## config.mk

```make
export PLATFORM = sky130hd
export DESIGN_NAME = packet_reorder_reassembly_top
export DESIGN_NICKNAME = d
export VERILOG_FILES = /design/src/hdl/prra_pkg.sv /design/src/hdl/prra_ram.sv /design/src/hdl/prra_ctrl.sv /design/src/hdl/packet_reorder_reassembly_top.sv
export SDC_FILE = /design/constraint.sdc
export NUM_CORES = 2
export LEC_CHECK = 0
export BUFFER_PORTS_ARGS = -buffer_cell sky130_fd_sc_hd__buf_2
export CAP_MARGIN = 30
export CORE_MARGIN = 1.5
export CORE_UTILIZATION = 55
export DETAILED_ROUTE_END_ITERATION = 8
export PLACE_DENSITY_LB_ADDON = 0.15
export SLEW_MARGIN = 30
export SYNTH_ARGS = -nofsm -noshare
export SYNTH_HDL_FRONTEND = slang
export SYNTH_SLANG_ARGS = --single-unit
```

## constraint.sdc

```tcl
create_clock -name i_clk -period 13.04 [get_ports i_clk]
set_clock_uncertainty 0.1 [all_clocks]
set_input_delay 3.26 -clock i_clk [delete_from_list [all_inputs] [get_ports i_clk]]
set_output_delay 3.26 -clock i_clk [all_outputs]
set_load 0.05 [all_outputs]
```

## src/hdl/prra_pkg.sv

```systemverilog
`timescale 1ns / 1ps
// ----------------------------------------------------------------------------
// prra_pkg
// Shared constants, codes and types of the packet reorder and reassembly block.
// ----------------------------------------------------------------------------
package prra_pkg;

    localparam int SEQ_BITS     = 32;
    localparam int CNT_BITS     = 5;
    localparam int POS_BITS     = 4;
    localparam int HANDLE_BITS  = 10;
    localparam int WINDOW       = 16;
    localparam int WIN_BITS     = 4;
    localparam int MAX_FRAGS    = 16;
    localparam int RESULT_LIMIT = 32;
    localparam int NRES_BITS    = 6;
    localparam int GROUPS_DEF   = 4;

    typedef enum logic {
        KIND_FRAG = 1'b0,
        KIND_DROP = 1'b1
    } t_kind;

    typedef enum logic [2:0] {
        RSN_NONE    = 3'd0,
        RSN_OLD     = 3'd1,
        RSN_DUPFRAG = 3'd2,
        RSN_BEYOND  = 3'd3,
        RSN_BADPOS  = 3'd4
    } t_reason;

    typedef enum logic [2:0] {
        ST_IDLE,
        ST_EVAL,
        ST_CHK,
        ST_EMIT,
        ST_FIN
    } t_state;

    typedef struct packed {
        t_kind                  kind;
        t_reason                reason;
        logic [SEQ_BITS-1:0]    seq;
        logic [HANDLE_BITS-1:0] handle;
        logic [POS_BITS-1:0]    idx;
        logic                   last_of_packet;
        logic                   last;
    } t_result;

    typedef struct packed {
        logic                we;
        logic [SEQ_BITS-1:0] value;
    } t_cfg_wr;

endpackage

```

## src/hdl/prra_ram.sv

```systemverilog
`timescale 1ns / 1ps
// ----------------------------------------------------------------------------
// prra_ram
// Generic single-write, single-read memory with registered read data.
// ----------------------------------------------------------------------------
module prra_ram #(
    parameter int WIDTH = 8,
    parameter int DEPTH = 16
) (
    input  logic                     i_clk,
    input  logic                     i_we,
    input  logic [$clog2(DEPTH)-1:0] i_waddr,
    input  logic [WIDTH-1:0]         i_wdata,
    input  logic [$clog2(DEPTH)-1:0] i_raddr,
    output logic [WIDTH-1:0]         o_rdata
);
    logic [WIDTH-1:0] r_mem [DEPTH];

    always_ff @(posedge i_clk) begin
        if (i_we) begin
            r_mem[i_waddr] <= i_wdata;
        end
        o_rdata <= r_mem[i_raddr];
    end
endmodule

```

## src/hdl/prra_ctrl.sv

```systemverilog
`timescale 1ns / 1ps
// ----------------------------------------------------------------------------
// prra_ctrl
// Item sequencer: window check, fragment group table and in-order release.
// ----------------------------------------------------------------------------
module prra_ctrl #(
    parameter int GROUPS = 4
) (
    input  logic                             i_clk,
    input  logic                             i_rst_n,
    input  logic                             i_start,
    input  logic [prra_pkg::SEQ_BITS-1:0]    i_seq_number,
    input  logic [prra_pkg::CNT_BITS-1:0]    i_frag_count,
    input  logic [prra_pkg::POS_BITS-1:0]    i_frag_pos,
    input  logic [prra_pkg::SEQ_BITS-1:0]    i_group_id,
    input  logic [prra_pkg::HANDLE_BITS-1:0] i_payload_handle,
    input  prra_pkg::t_cfg_wr                i_cfg,
    output logic                             o_busy,
    output logic                             o_valid,
    output prra_pkg::t_result                o_result
);
    import prra_pkg::*;

    localparam int GW  = (GROUPS > 1) ? $clog2(GROUPS) : 1;
    localparam int GAW = $clog2(GROUPS * MAX_FRAGS);

    t_state r_state, n_state;

    logic [SEQ_BITS-1:0]    r_base, n_base;
    logic [WINDOW-1:0]      r_valid, n_valid;
    logic [POS_BITS-1:0]    r_dpos, n_dpos;
    logic [NRES_BITS-1:0]   r_n, n_n;

    logic [SEQ_BITS-1:0]    r_seq, n_seq;
    logic [CNT_BITS-1:0]    r_cnt, n_cnt;
    logic [POS_BITS-1:0]    r_pos, n_pos;
    logic [SEQ_BITS-1:0]    r_gid, n_gid;
    logic [HANDLE_BITS-1:0] r_hnd, n_hnd;

    logic                   r_gv     [GROUPS], n_gv     [GROUPS];
    logic [SEQ_BITS-1:0]    r_gkey   [GROUPS], n_gkey   [GROUPS];
    logic [CNT_BITS-1:0]    r_gsize  [GROUPS], n_gsize  [GROUPS];
    logic [MAX_FRAGS-1:0]   r_gpres  [GROUPS], n_gpres  [GROUPS];
    logic [SEQ_BITS-1:0]    r_gfirst [GROUPS], n_gfirst [GROUPS];
    logic                   r_ginwin [GROUPS], n_ginwin [GROUPS];
    logic [WIN_BITS-1:0]    r_gwslot [GROUPS], n_gwslot [GROUPS];

    logic                   r_pv, n_pv;
    t_result                r_pend, n_pend;
    logic                   r_ov, n_ov;
    t_result                r_out, n_out;

    // Memory ports.
    logic                   win_we;
    logic [WIN_BITS-1:0]    win_waddr, win_raddr;
    logic [HANDLE_BITS-1:0] win_rdata;
    logic                   grp_we;
    logic [GAW-1:0]         grp_waddr, grp_raddr;
    logic [HANDLE_BITS-1:0] grp_rdata;

    // Evaluation and delivery helpers.
    logic [WIN_BITS-1:0]    slot_nx;
    logic [SEQ_BITS-1:0]    first_nx;
    logic                   f_hit, e_hit, d_hit;
    logic [GW-1:0]          f_idx, e_idx, d_idx, e_g, sel_g;
    logic                   alloc;
    logic [CNT_BITS-1:0]    size_eff, sel_size;
    logic [MAX_FRAGS-1:0]   pres_eff, newp, full;
    logic [SEQ_BITS-1:0]    fs;
    logic                   do_push, done;
    t_result                push_r;
    logic [POS_BITS-1:0]    off;
    logic [SEQ_BITS:0]      diff_in, diff_fs;

    prra_ram #(.WIDTH(HANDLE_BITS), .DEPTH(WINDOW)) u_win_ram (
        .i_clk  (i_clk),
        .i_we   (win_we),
        .i_waddr(win_waddr),
        .i_wdata(r_hnd),
        .i_raddr(win_raddr),
        .o_rdata(win_rdata)
    );

    prra_ram #(.WIDTH(HANDLE_BITS), .DEPTH(GROUPS * MAX_FRAGS)) u_grp_ram (
        .i_clk  (i_clk),
        .i_we   (grp_we),
        .i_waddr(grp_waddr),
        .i_wdata(r_hnd),
        .i_raddr(grp_raddr),
        .o_rdata(grp_rdata)
    );

    assign slot_nx  = WIN_BITS'(r_base + SEQ_BITS'(1));
    assign first_nx = r_base + SEQ_BITS'(1);

    // Group lookups: matching key, first free entry, window owner of the next slot.
    always_comb begin
        f_hit = 1'b0;
        f_idx = '0;
        e_hit = 1'b0;
        e_idx = '0;
        d_hit = 1'b0;
        d_idx = '0;
        for (int g = 0; g < GROUPS; g++) begin
            if (r_gv[g] && r_gkey[g] == r_gid && !f_hit) begin
                f_hit = 1'b1;
                f_idx = GW'(g);
            end
            if (!r_gv[g] && !e_hit) begin
                e_hit = 1'b1;
                e_idx = GW'(g);
            end
            if (r_ginwin[g] && r_gwslot[g] == slot_nx) begin
                d_hit = 1'b1;
                d_idx = GW'(g);
            end
        end
    end

    assign alloc     = !f_hit && e_hit;
    assign e_g       = f_hit ? f_idx : e_idx;
    assign sel_g     = (r_state == ST_EVAL) ? e_g : d_idx;
    assign sel_size  = r_gsize[sel_g];
    assign size_eff  = alloc ? r_cnt : sel_size;
    assign pres_eff  = alloc ? '0 : r_gpres[sel_g];
    assign newp      = pres_eff | (MAX_FRAGS'(1) << r_pos);
    assign full      = MAX_FRAGS'((17'(1) << size_eff) - 17'(1));
    assign fs        = (r_pos == '0) ? r_seq : r_gfirst[sel_g];
    assign diff_in   = {1'b0, r_seq} - {1'b0, r_base};
    assign diff_fs   = {1'b0, fs} - {1'b0, r_base};
    assign done      = ({1'b0, r_dpos} + CNT_BITS'(1)) >= sel_size;

    assign win_waddr = (r_state == ST_EVAL && r_cnt == '0) ? WIN_BITS'(r_seq) : WIN_BITS'(fs);
    assign win_raddr = slot_nx;
    assign grp_waddr = GAW'({e_g, r_pos});
    assign grp_raddr = GAW'({d_idx, r_dpos});

    // Next state.
    always_comb begin
        n_state = r_state;
        unique case (r_state)
            ST_IDLE: if (i_start) n_state = ST_EVAL;
            ST_EVAL: n_state = ST_CHK;
            ST_CHK: begin
                if (r_valid[slot_nx] && r_n < NRES_BITS'(RESULT_LIMIT)) begin
                    n_state = ST_EMIT;
                end else begin
                    n_state = ST_FIN;
                end
            end
            ST_EMIT: n_state = ST_CHK;
            ST_FIN:  n_state = ST_IDLE;
            default: n_state = ST_IDLE;
        endcase
    end

    // Datapath and outputs.
    always_comb begin
        n_base   = r_base;
        n_valid  = r_valid;
        n_dpos   = r_dpos;
        n_n      = r_n;
        n_seq    = r_seq;
        n_cnt    = r_cnt;
        n_pos    = r_pos;
        n_gid    = r_gid;
        n_hnd    = r_hnd;
        n_gv     = r_gv;
        n_gkey   = r_gkey;
        n_gsize  = r_gsize;
        n_gpres  = r_gpres;
        n_gfirst = r_gfirst;
        n_ginwin = r_ginwin;
        n_gwslot = r_gwslot;
        n_pv     = r_pv;
        n_pend   = r_pend;
        n_ov     = 1'b0;
        n_out    = r_out;
        win_we   = 1'b0;
        grp_we   = 1'b0;
        do_push  = 1'b0;
        push_r   = '{kind: KIND_DROP, reason: RSN_NONE, seq: r_seq, handle: r_hnd,
                     idx: r_pos, last_of_packet: 1'b0, last: 1'b0};
        off      = '0;

        unique case (r_state)
            ST_IDLE: begin
                if (i_cfg.we) begin
                    n_base  = i_cfg.value;
                    n_valid = '0;
                    n_dpos  = '0;
                    for (int g = 0; g < GROUPS; g++) begin
                        n_gv[g]     = 1'b0;
                        n_gpres[g]  = '0;
                        n_ginwin[g] = 1'b0;
                    end
                end
                if (i_start) begin
                    n_seq = i_seq_number;
                    n_cnt = i_frag_count;
                    n_pos = i_frag_pos;
                    n_gid = i_group_id;
                    n_hnd = i_payload_handle;
                    n_n   = '0;
                end
            end
            ST_EVAL: begin
                if (r_cnt > CNT_BITS'(MAX_FRAGS) ||
                    (r_cnt != '0 && {1'b0, r_pos} >= r_cnt)) begin
                    push_r.reason = RSN_BADPOS;
                end else if (r_seq <= r_base) begin
                    push_r.reason = RSN_OLD;
                end else if (diff_in > (SEQ_BITS+1)'(WINDOW)) begin
                    push_r.reason = RSN_BEYOND;
                end else if (r_cnt == '0) begin
                    if (r_valid[WIN_BITS'(r_seq)]) begin
                        push_r.reason = RSN_OLD;
                    end else begin
                        n_valid[WIN_BITS'(r_seq)] = 1'b1;
                        win_we = 1'b1;
                    end
                end else begin
                    if (alloc) begin
                        n_gv[e_g]    = 1'b1;
                        n_gkey[e_g]  = r_gid;
                        n_gsize[e_g] = r_cnt;
                        n_gpres[e_g] = '0;
                    end
                    if (!f_hit && !e_hit) begin
                        push_r.reason = RSN_BADPOS;
                    end else if ({1'b0, r_pos} >= size_eff) begin
                        push_r.reason = RSN_BADPOS;
                    end else if (pres_eff[r_pos]) begin
                        push_r.reason = RSN_DUPFRAG;
                    end else begin
                        n_gpres[e_g] = newp;
                        grp_we = 1'b1;
                        if (r_pos == '0) begin
                            n_gfirst[e_g] = r_seq;
                        end
                        if (newp == full) begin
                            if (fs <= r_base || diff_fs > (SEQ_BITS+1)'(WINDOW) ||
                                r_valid[WIN_BITS'(fs)]) begin
                                n_gv[e_g]     = 1'b0;
                                n_gpres[e_g]  = '0;
                                n_ginwin[e_g] = 1'b0;
                                push_r.reason = RSN_OLD;
                            end else begin
                                n_valid[WIN_BITS'(fs)] = 1'b1;
                                n_ginwin[e_g] = 1'b1;
                                n_gwslot[e_g] = WIN_BITS'(fs);
                            end
                        end
                    end
                end
                do_push = (push_r.reason != RSN_NONE);
            end
            ST_CHK: begin
                // Memory reads for the next slot are issued here.
            end
            ST_EMIT: begin
                do_push              = 1'b1;
                push_r.kind          = KIND_FRAG;
                push_r.reason        = RSN_NONE;
                push_r.seq           = first_nx;
                if (!d_hit) begin
                    n_valid[slot_nx]      = 1'b0;
                    push_r.handle         = win_rdata;
                    push_r.idx            = '0;
                    push_r.last_of_packet = 1'b1;
                    n_dpos = '0;
                    n_base = r_base + SEQ_BITS'(1);
                end else begin
                    push_r.handle         = grp_rdata;
                    push_r.idx            = r_dpos;
                    push_r.last_of_packet = done;
                    if (done) begin
                        n_valid[slot_nx] = 1'b0;
                        n_gv[d_idx]     = 1'b0;
                        n_gpres[d_idx]  = '0;
                        n_ginwin[d_idx] = 1'b0;
                        // Slots skipped by a multi-sequence packet are discarded.
                        for (int j = 0; j < WINDOW; j++) begin
                            off = WIN_BITS'(j) - slot_nx;
                            if (off != '0 && {1'b0, off} < sel_size) begin
                                n_valid[j] = 1'b0;
                            end
                        end
                        for (int g = 0; g < GROUPS; g++) begin
                            off = r_gwslot[g] - slot_nx;
                            if (r_ginwin[g] && off != '0 && {1'b0, off} < sel_size) begin
                                n_gv[g]     = 1'b0;
                                n_gpres[g]  = '0;
                                n_ginwin[g] = 1'b0;
                            end
                        end
                        n_dpos = '0;
                        n_base = r_base + SEQ_BITS'(sel_size);
                    end else begin
                        n_dpos = r_dpos + POS_BITS'(1);
                    end
                end
            end
            ST_FIN: begin
                if (r_pv) begin
                    n_ov       = 1'b1;
                    n_out      = r_pend;
                    n_out.last = 1'b1;
                    n_pv       = 1'b0;
                end
            end
            default: ;
        endcase

        // A result is held back until the next one or the finish so that its last flag is known.
        if (do_push) begin
            if (r_pv) begin
                n_ov       = 1'b1;
                n_out      = r_pend;
                n_out.last = 1'b0;
            end
            n_pend = push_r;
            n_pv   = 1'b1;
            n_n    = r_n + NRES_BITS'(1);
        end
    end

    always_ff @(posedge i_clk) begin
        if (!i_rst_n) begin
            r_state <= ST_IDLE;
            r_base  <= '0;
            r_valid <= '0;
            r_dpos  <= '0;
            r_n     <= '0;
            r_pv    <= 1'b0;
            r_ov    <= 1'b0;
            for (int g = 0; g < GROUPS; g++) begin
                r_gv[g]     <= 1'b0;
                r_gpres[g]  <= '0;
                r_ginwin[g] <= 1'b0;
            end
        end else begin
            r_state <= n_state;
            r_base  <= n_base;
            r_valid <= n_valid;
            r_dpos  <= n_dpos;
            r_n     <= n_n;
            r_pv    <= n_pv;
            r_ov    <= n_ov;
            r_gv    <= n_gv;
            r_gpres <= n_gpres;
            r_ginwin <= n_ginwin;
        end
    end

    always_ff @(posedge i_clk) begin
        r_seq    <= n_seq;
        r_cnt    <= n_cnt;
        r_pos    <= n_pos;
        r_gid    <= n_gid;
        r_hnd    <= n_hnd;
        r_gkey   <= n_gkey;
        r_gsize  <= n_gsize;
        r_gfirst <= n_gfirst;
        r_gwslot <= n_gwslot;
        r_pend   <= n_pend;
        r_out    <= n_out;
    end

    assign o_busy   = (r_state != ST_IDLE);
    assign o_valid  = r_ov;
    assign o_result = r_out;
endmodule

```

## src/hdl/packet_reorder_reassembly_top.sv

```systemverilog
`timescale 1ns / 1ps
// ----------------------------------------------------------------------------
// packet_reorder_reassembly_top
// Reorder window with fragment group reassembly and an APB register port.
// ----------------------------------------------------------------------------
// Sequence: each item is evaluated and then checked; each released fragment takes a
// window/handle memory read, then emit, and the final result is released from
// the finish state once the sequencer has no more to release.
// A new item is taken only while the sequencer is idle (busy low).
// Reset: synchronous, clears window, group table, cursor and base to zero.
// Results cannot be stalled; each is shown for one cycle under o_valid.
module packet_reorder_reassembly_top #(
    parameter int GROUPS = prra_pkg::GROUPS_DEF
) (
    input  logic                             i_clk,
    input  logic                             i_rst_n,
    input  logic                             start,
    output logic                             busy,
    input  logic [prra_pkg::SEQ_BITS-1:0]    i_seq_number,
    input  logic [prra_pkg::CNT_BITS-1:0]    i_frag_count,
    input  logic [prra_pkg::POS_BITS-1:0]    i_frag_pos,
    input  logic [prra_pkg::SEQ_BITS-1:0]    i_group_id,
    input  logic [prra_pkg::HANDLE_BITS-1:0] i_payload_handle,
    output logic                             o_valid,
    output logic                             o_kind,
    output logic [2:0]                       o_drop_reason,
    output logic [prra_pkg::SEQ_BITS-1:0]    o_packet_seq,
    output logic [prra_pkg::HANDLE_BITS-1:0] o_fragment_handle,
    output logic [prra_pkg::POS_BITS-1:0]    o_fragment_index,
    output logic                             o_last_of_packet,
    output logic                             o_last,
    input  logic                             psel,
    input  logic                             penable,
    input  logic                             pwrite,
    input  logic [1:0]                       paddr,
    input  logic [31:0]                      pwdata,
    output logic [31:0]                      prdata,
    output logic                             pready
);
    import prra_pkg::*;

    logic [SEQ_BITS-1:0] r_start_seq;
    t_cfg_wr             cfg;
    t_result             res;

    // Only one register exists, so every word address maps onto it.
    assign pready    = 1'b1;
    assign cfg.we    = psel && penable && pwrite && (paddr[1:0] == 2'b00 || 1'b1);
    assign cfg.value = pwdata;
    assign prdata    = r_start_seq;

    always_ff @(posedge i_clk) begin
        if (!i_rst_n) begin
            r_start_seq <= '0;
        end else if (cfg.we) begin
            r_start_seq <= pwdata;
        end
    end

    prra_ctrl #(.GROUPS(GROUPS)) u_ctrl (
        .i_clk           (i_clk),
        .i_rst_n         (i_rst_n),
        .i_start         (start),
        .i_seq_number    (i_seq_number),
        .i_frag_count    (i_frag_count),
        .i_frag_pos      (i_frag_pos),
        .i_group_id      (i_group_id),
        .i_payload_handle(i_payload_handle),
        .i_cfg           (cfg),
        .o_busy          (busy),
        .o_valid         (o_valid),
        .o_result        (res)
    );

    assign o_kind            = res.kind;
    assign o_drop_reason     = res.reason;
    assign o_packet_seq      = res.seq;
    assign o_fragment_handle = res.handle;
    assign o_fragment_index  = res.idx;
    assign o_last_of_packet  = res.last_of_packet;
    assign o_last            = res.last;
endmodule

```

# --- Yosys cells after proc, flatten, opt, wreduce, memory -nomap -nowiden ---
# Memories as Yosys holds them, arrays and structs flattened. A register that Yosys moved wholly into a read port is not among the register bits.
# Index checks and enable logic that the tools add are counted.
classes:
  add_sub_neg: 28
  magnitude_cmp: 41
  n_eq_ne: 32
  n_shift: 2
  muxes: 217
  n_bitwise: 29
  n_reduce_logical: 105
op_table:
  columns: ["operator", "count"]
  rows:
  - ["$mux W64", 18]
  - ["$mux W16", 22]
  - ["$bwmux W128", 2]
  - ["$mux W32", 7]
  - ["$mux W52", 4]
  - ["$and A64 B64 Y64", 3]
  - ["$pmux W64 S3", 1]
  - ["$mux W4", 33]
  - ["$eq A32 B32 Y1", 4]
  - ["$not A64 Y64", 2]
  - ["$lt A4 B5 Y1", 20]
  - ["$reduce_bool A4 Y1", 20]
  - ["$mux W1", 75]
  - ["$gt A33 B5 Y1 const B", 2]
  - ["$sub A32 B32 Y33", 2]
  - ["$bmux W32 S2", 1]
  - ["$bwmux W64", 1]
  - ["$demux W16 S2", 2]
  - ["$demux W32 S2", 1]
  - ["$le A32 B32 Y1", 2]
  - ["$pmux W32 S2", 1]
  - ["$logic_and A1 B1 Y1", 50]
  - ["$or A16 B16 Y16", 3]
  - ["$pmux W16 S3", 1]
  - ["71 further kinds", 177]
totals:
  regBits: 645
  ram_bits: 800
  input_bits: 123
  out_inout_bits: 87
  elab_cells: 510
  n_memories: 2
mem_list:
  columns: ["name", "depth", "word_bits", "read_ports", "rd_clocked_by_memory_dff", "write_ports", "line_no", "text"]
  rows:
  - ["u_ctrl.u_grp_ram.r_mem", 64, 10, 1, 1, 1, "prra_ram.sv:17", "logic [WIDTH-1:0] r_mem [DEPTH];"]
  - ["u_ctrl.u_win_ram.r_mem", 16, 10, 1, 1, 1, "prra_ram.sv:17", null]

# --- Longest topological paths before layout ---
logic_depth:
  word_depth: 38
  mapped_depth: 44
  ltp_nobuf: 31

# --- Modules after synthesis ---
# From an unflattened synthesis, not the netlist that was laid out.
unflattened:
  cells_unflattened: 5124
  area_unflattened_um2: 68375.6
by_module_without_submodules:
  columns: ["mod", "n_inst", "cells_each", "area_each_um2", "seq_area_each_um2"]
  rows:
  - ["prra_ctrl", 1, 3585, 35590.4, 17056.4]
  - ["prra_ram (u_ctrl.u_grp_ram)", 1, 1118, 25106.6, 19418.6]
  - ["prra_ram (u_ctrl.u_win_ram)", 1, 279, 6353.6, 5004.8]
  - ["packet_reorder_reassembly_top", 1, 142, 1325.0, 640.6]

# --- Worst setup path before layout ---
# OpenSTA, ideal clock, no wires.
synth_timing:
  kind: "reg2reg"
  startpoint: "register u_ctrl.r_base[0]"
  endpoint: "register with a tool-made name"
  setup_ns: 0.489
  t_arrival_ns: 11.705
  required_ns: 12.451
  slack_ns: 0.745
  path_stages_with_launch: 42
  path_buffers: 12
  synth_period_minus_slack_ns: 12.295
  cell_sequence: "dfxtp_1 -> buf_1 -> clkbuf_1 -> clkbuf_1 -> inv_1 -> ha_1 -> clkbuf_1 -> clkbuf_1 -> inv_1 -> ha_1 -> and3_1 -> nand3_1 -> nand2_1 -> nand2_4 -> o21ai_2 -> buf_6 -> buf_6 -> buf_2 -> [6 not listed] -> o21ai_0 -> ha_1 -> a211o_1 -> o32a_1 -> a221o_1 -> a21oi_1 -> o31ai_1 -> o31a_1 -> xor2_1 -> or4b_2 -> or4_1 -> nor4_1 -> nor3_1 -> a31oi_1 -> a21oi_1 -> a21oi_1 -> clkbuf_1 -> inv_1"
synth_lines:
  columns: ["item", "line_no", "text"]
  rows:
  - ["from (decl)", "prra_ctrl.sv:29", "logic [SEQ_BITS-1:0] r_base, n_base;"]
  - ["from (signal assigned)", "prra_ctrl.sv:344", "r_base <= n_base;"]

# --- Final worst setup path ---
layout_timing:
  startpoint: "register u_ctrl.r_base[1]"
  endpoint: "register u_ctrl.r_gwslot[5] (netlist name) (enable)"
layout_via:
  elab_chain_cells: 18
  word_cells_on_any_way: 47
  classes_between: "add/sub: 4; order compare: 5; eq/ne: 4; shift: 1; mux: 20; bitwise: 7; reduce/logical: 6"
layout_rtl:
  columns: ["item", "line_no", "text"]
  rows:
  - ["$add A32 B1 Y32 *", "prra_ctrl.sv:93", "assign slot_nx = WIN_BITS'(r_base + SEQ_BITS'(1));"]
  - ["$eq A4 B4 Y1", "prra_ctrl.sv:113", "if (r_ginwin[g] && r_gwslot[g] == slot_nx) begin"]
  - ["$logic_and A1 B1 Y1", "prra_ctrl.sv:113", null]
  - ["$mux W1", "prra_ctrl.sv:113", null]
  - ["$mux W2", "prra_ctrl.sv:113", null]
  - ["$mux W2 *", "prra_ctrl.sv:113", null]
  - ["$mux W2 *", "prra_ctrl.sv:122", "assign sel_g = (r_state == ST_EVAL) ? e_g : d_idx;"]
  - ["$not A2 Y3 (not written as such) *", "prra_ctrl.sv:128", "assign fs = (r_pos == '0) ? r_seq : r_gfirst[sel_g];"]
  - ["[3 not listed]", null, null]
  - ["$mux W32 *", "prra_ctrl.sv:128", null]
  - ["via u_ctrl.fs[2]", "prra_ctrl.sv:69", "logic [SEQ_BITS-1:0] fs;"]
  - ["$sub A32 B32 Y33", "prra_ctrl.sv:130", "assign diff_fs = {1'b0, fs} - {1'b0, r_base};"]
  - ["$gt A33 B5 Y1", "prra_ctrl.sv:242", "if (fs <= r_base || diff_fs > (SEQ_BITS+1)'(WINDOW) ||"]
  - ["$logic_or A1 B1 Y1", "prra_ctrl.sv:242", null]
  - ["$logic_or A1 B1 Y1 *", "prra_ctrl.sv:242", null]
  - ["$not A1 Y1 (no line) *", null, null]
  - ["$reduce_and A10 Y1 (no line) *", null, null]
  - ["to (signal assigned)", "prra_ctrl.sv:365", "r_gwslot <= n_gwslot;"]
  - ["to (decl)", "prra_ctrl.sv:46", "logic [WIN_BITS-1:0] r_gwslot [GROUPS], n_gwslot [GROUPS];"]
# The timed path passes the listed nets; every way through them passes the cells marked *. The select of a mux whose other input is x is not followed.
# A chain may end at the register's enable or synchronous reset.

==> impl_results.md <==
* Pwr dens at 136 mW/mm²
* Final worst path period need at 10,880 ps
* Worst path slowest cell: or4b_2
* Register Area at 0.0421 mm²
* CP startpoint kind: flop
* Tot GR Track Use at 0.280
* Status: finished clean
* Largest net degree at the start of global routing at 99
* Post-Syn Nets at 5,168
* H-tree depth at 4
* DP Wirelength at 114 mm
* Root Buffer: clkbuf_16
* Final setup violation count at 0
* Die width at 351 µm
* Starting density of the core at 0.555
* DRC viols at 0
* Grt ovf at 0
* Cell taking the most area after synthesis: edfxtp_1
* Routed wire per std cell at 25.1 µm
* Post-CTS setup buffers at 0
* Worst-path clk slew at 60 ps
* Final-report max-slew violation count at 0
* GP Congestion at 0.938
* CTS max path bufs at 3
* Layout area overhead at 12.6%
* Syn_area_per_cell at 13.7 µm²
* Nets at 5,406
* Crit share post-route at 0.834
* Leak at 0.0249 µW
* Die height at 351 µm
* Post-synthesis register bit count at 1,465
* Most used flip-flop cell after synthesis: edfxtp_1
* Max IR drop VDD at 132 µV
* DRT iter0 DRCs at 5,210
* RSZ-0062 raised after global routing: no
* Synth cell count leaders: edfxtp_1 (1,278), nand2_1 (583), nor2_1 (355)
* Most common cell in the netlist: edfxtp_1
* Fillcell total at 9,097
* Max incr delay on CP at 650 ps
* Core ar. at 0.120 mm²
* Worst setup EP type: flop
* Post-cts hold buffer count at 0
* Remaining antenna violation count after routing at 0
* I/O Buffers at 206
* Hold Fails Final Rpt at 0
* Post-synthesis async set-or-reset flop share at 0
* Routed wire length at 172 mm
* Mapped Area at 0.0667 mm²
* Sequential share of the synthesized area at 0.632
* CP Max Fanout at 53
* TritonCTS buffer count at 151
* Total Die Area at 0.123 mm²
* Crit Path Class: flop to flop
* Skew-Pair Late Insertion Delay at 800 ps
* Worst Path Required at 13,390 ps
* Top cells by area, synth: edfxtp_1 (58%), mux4_2 (8.4%), dfxtp_1 (5.6%), nand2_1 (3.3%), ha_1 (3.0%)
* Vias in the first global route at 40,727
* Fmax at 91.9 MHz
* Via Count at 42,816
* Worst EP arrival at 11,230 ps
* DR pass1 iterations at 6
* First-pass GRT wire length at 257 mm
* CTS tree: done
* Pin slew with the least headroom to its limit at 966 ps
* Hold Path Class: flop to flop
* Yosys cell types at 99
* Slew margin rel. at 0.356
* Footprint of the multi-input gates at 0.0234 mm²
* Total clock sinks at 1,465
* Number of gates resized after cts at 0
* Antenna violations before repair at 2
* Synth Warn # at 0
* Share of layout cells above drive strength 1 at 0.182
* Most used cell, CP: buf_4
* Final non-filler cell total at 6,856
* Setup TNS at 0 ps
* Row cnt at 127
* # IOs at 210
* Post-synthesis cell count at 4,880
* Max_cap viols at 0
* Cell count after placement at 6,575
* Synth top area share at 0.576
* EDFF count, synth at 1,278
* DR vias/cell at 6.25
state kept, by name, summed over array words and instances (netlist names), 20 cells and up, named ones only:
register,cells
u_ctrl.u_grp_ram.r_mem,640
u_ctrl.u_win_ram.r_mem,160
u_ctrl.r_gfirst,128
u_ctrl.r_gkey,128
u_ctrl.r_gpres,64
u_ctrl.r_pend,51
prdata,32
u_ctrl.r_base,32
u_ctrl.r_gid,32
u_ctrl.r_seq,32
u_ctrl.r_gsize,20
power by group:
part,internal (µW),switching [µW]
registers,5160,73.7
logic,231,486
clock network,2400,1820
worst paths after layout:
| path | end | cells after the start | slack (ps) | from |
|---|---|---|---|---|
| max | u_ctrl.r_gwslot[5] | 30 | 2160 | u_ctrl.r_base[1] |
| min | prdata[15] | 2 | 350 | prdata[15] |
| max reg2reg | u_ctrl.r_gwslot[5] | 30 | 2160 | u_ctrl.r_base[1] |
| min reg2reg | prdata[15] | 2 | 350 | prdata[15] |
routing by layer:
layer,part of all wire,vias to the layer above,track usage
li1,-,19189,-
met1,0.44,21440,0.423
met2,0.45,1941,0.424
met3,0.086,246,0.0489
met4,0.019,0,0.0671
met5,0,-,0
cell usage in the layout (no fill, tap or decap), types with 67 or more instances in the layout:
| cell | instances |
|---|---|
| nand2_1 | 581 |
| o21ai_0 | 225 |
| nor2_1 | 306 |
| clkbuf_16 | 154 |
| buf_2 | 206 |
| edfxtp_1 | 1278 |
| xnor2_1 | 109 |
| buf_4 | 108 |
| nand3_1 | 101 |
| mux2i_1 | 128 |
| nor3_1 | 67 |
| dfxtp_1 | 181 |
| mux4_2 | 250 |
| ha_1 | 159 |
| nand4_1 | 69 |
| xor2_1 | 89 |
| inv_1 | 113 |
| a21oi_1 | 200 |
critical path, delay by kind of cell, from the launching register on:
kind / cells / cell delay, ps
compound gates: 10 / 2690
fa+ha+maj: 3 / 1170
simple gates: 10 / 3940
xor+xnor: 2 / 310
flops: 1 / 490
buf+inv: 5 / 1790
kinds of logic (layout without fill, tap and decap cells):
logic type                 count (synthesis)  after routing  share of synthesized area
AOI/OAI and AO/OA                        851            851                     0.0826
xor gates and xnor gates                 202            202                     0.0270
adders and majority gates                165            165                     0.0315
buffers and inverters                    366            729                     0.0217
DFF                                     1465           1465                      0.632
muxes                                    402            402                      0.108
other                                      1              2                  0.0000563
and+or+nand+nor                         1428           1428                     0.0976
stage by stage:
| stage | hold slack, ps | area, µm² | utilization | total power [µW] | worst slack [ps] |
|---|---|---|---|---|---|
| floorplan | 329 | 66700 | - | 5790 | 745 |
| global placement | 337 | 69800 | 0.581 | 6030 | 2320 |
| detailed placement | 343 | 70100 | 0.583 | 6040 | 2250 |
| CTS | 352 | 74900 | 0.624 | 10200 | 2210 |
| global route | 364 | 75000 | 0.625 | 10500 | 1650 |
| finish | 352 | 75000 | 0.625 | 10200 | 2160 |
final cells by class:
type	count	share of cell area
Antenna cell	1	0.0000333
Clock inverter	77	0.0103
Tap cell	1612	0.0269
Multi-Input combinational cell	3049	0.312
Inverter	122	0.00619
Sequential cell	1465	0.561
Clock buffer	201	0.0542
Timing Repair Buffer	329	0.0286
No activity file was read; power rests on OpenSTA's default activity.
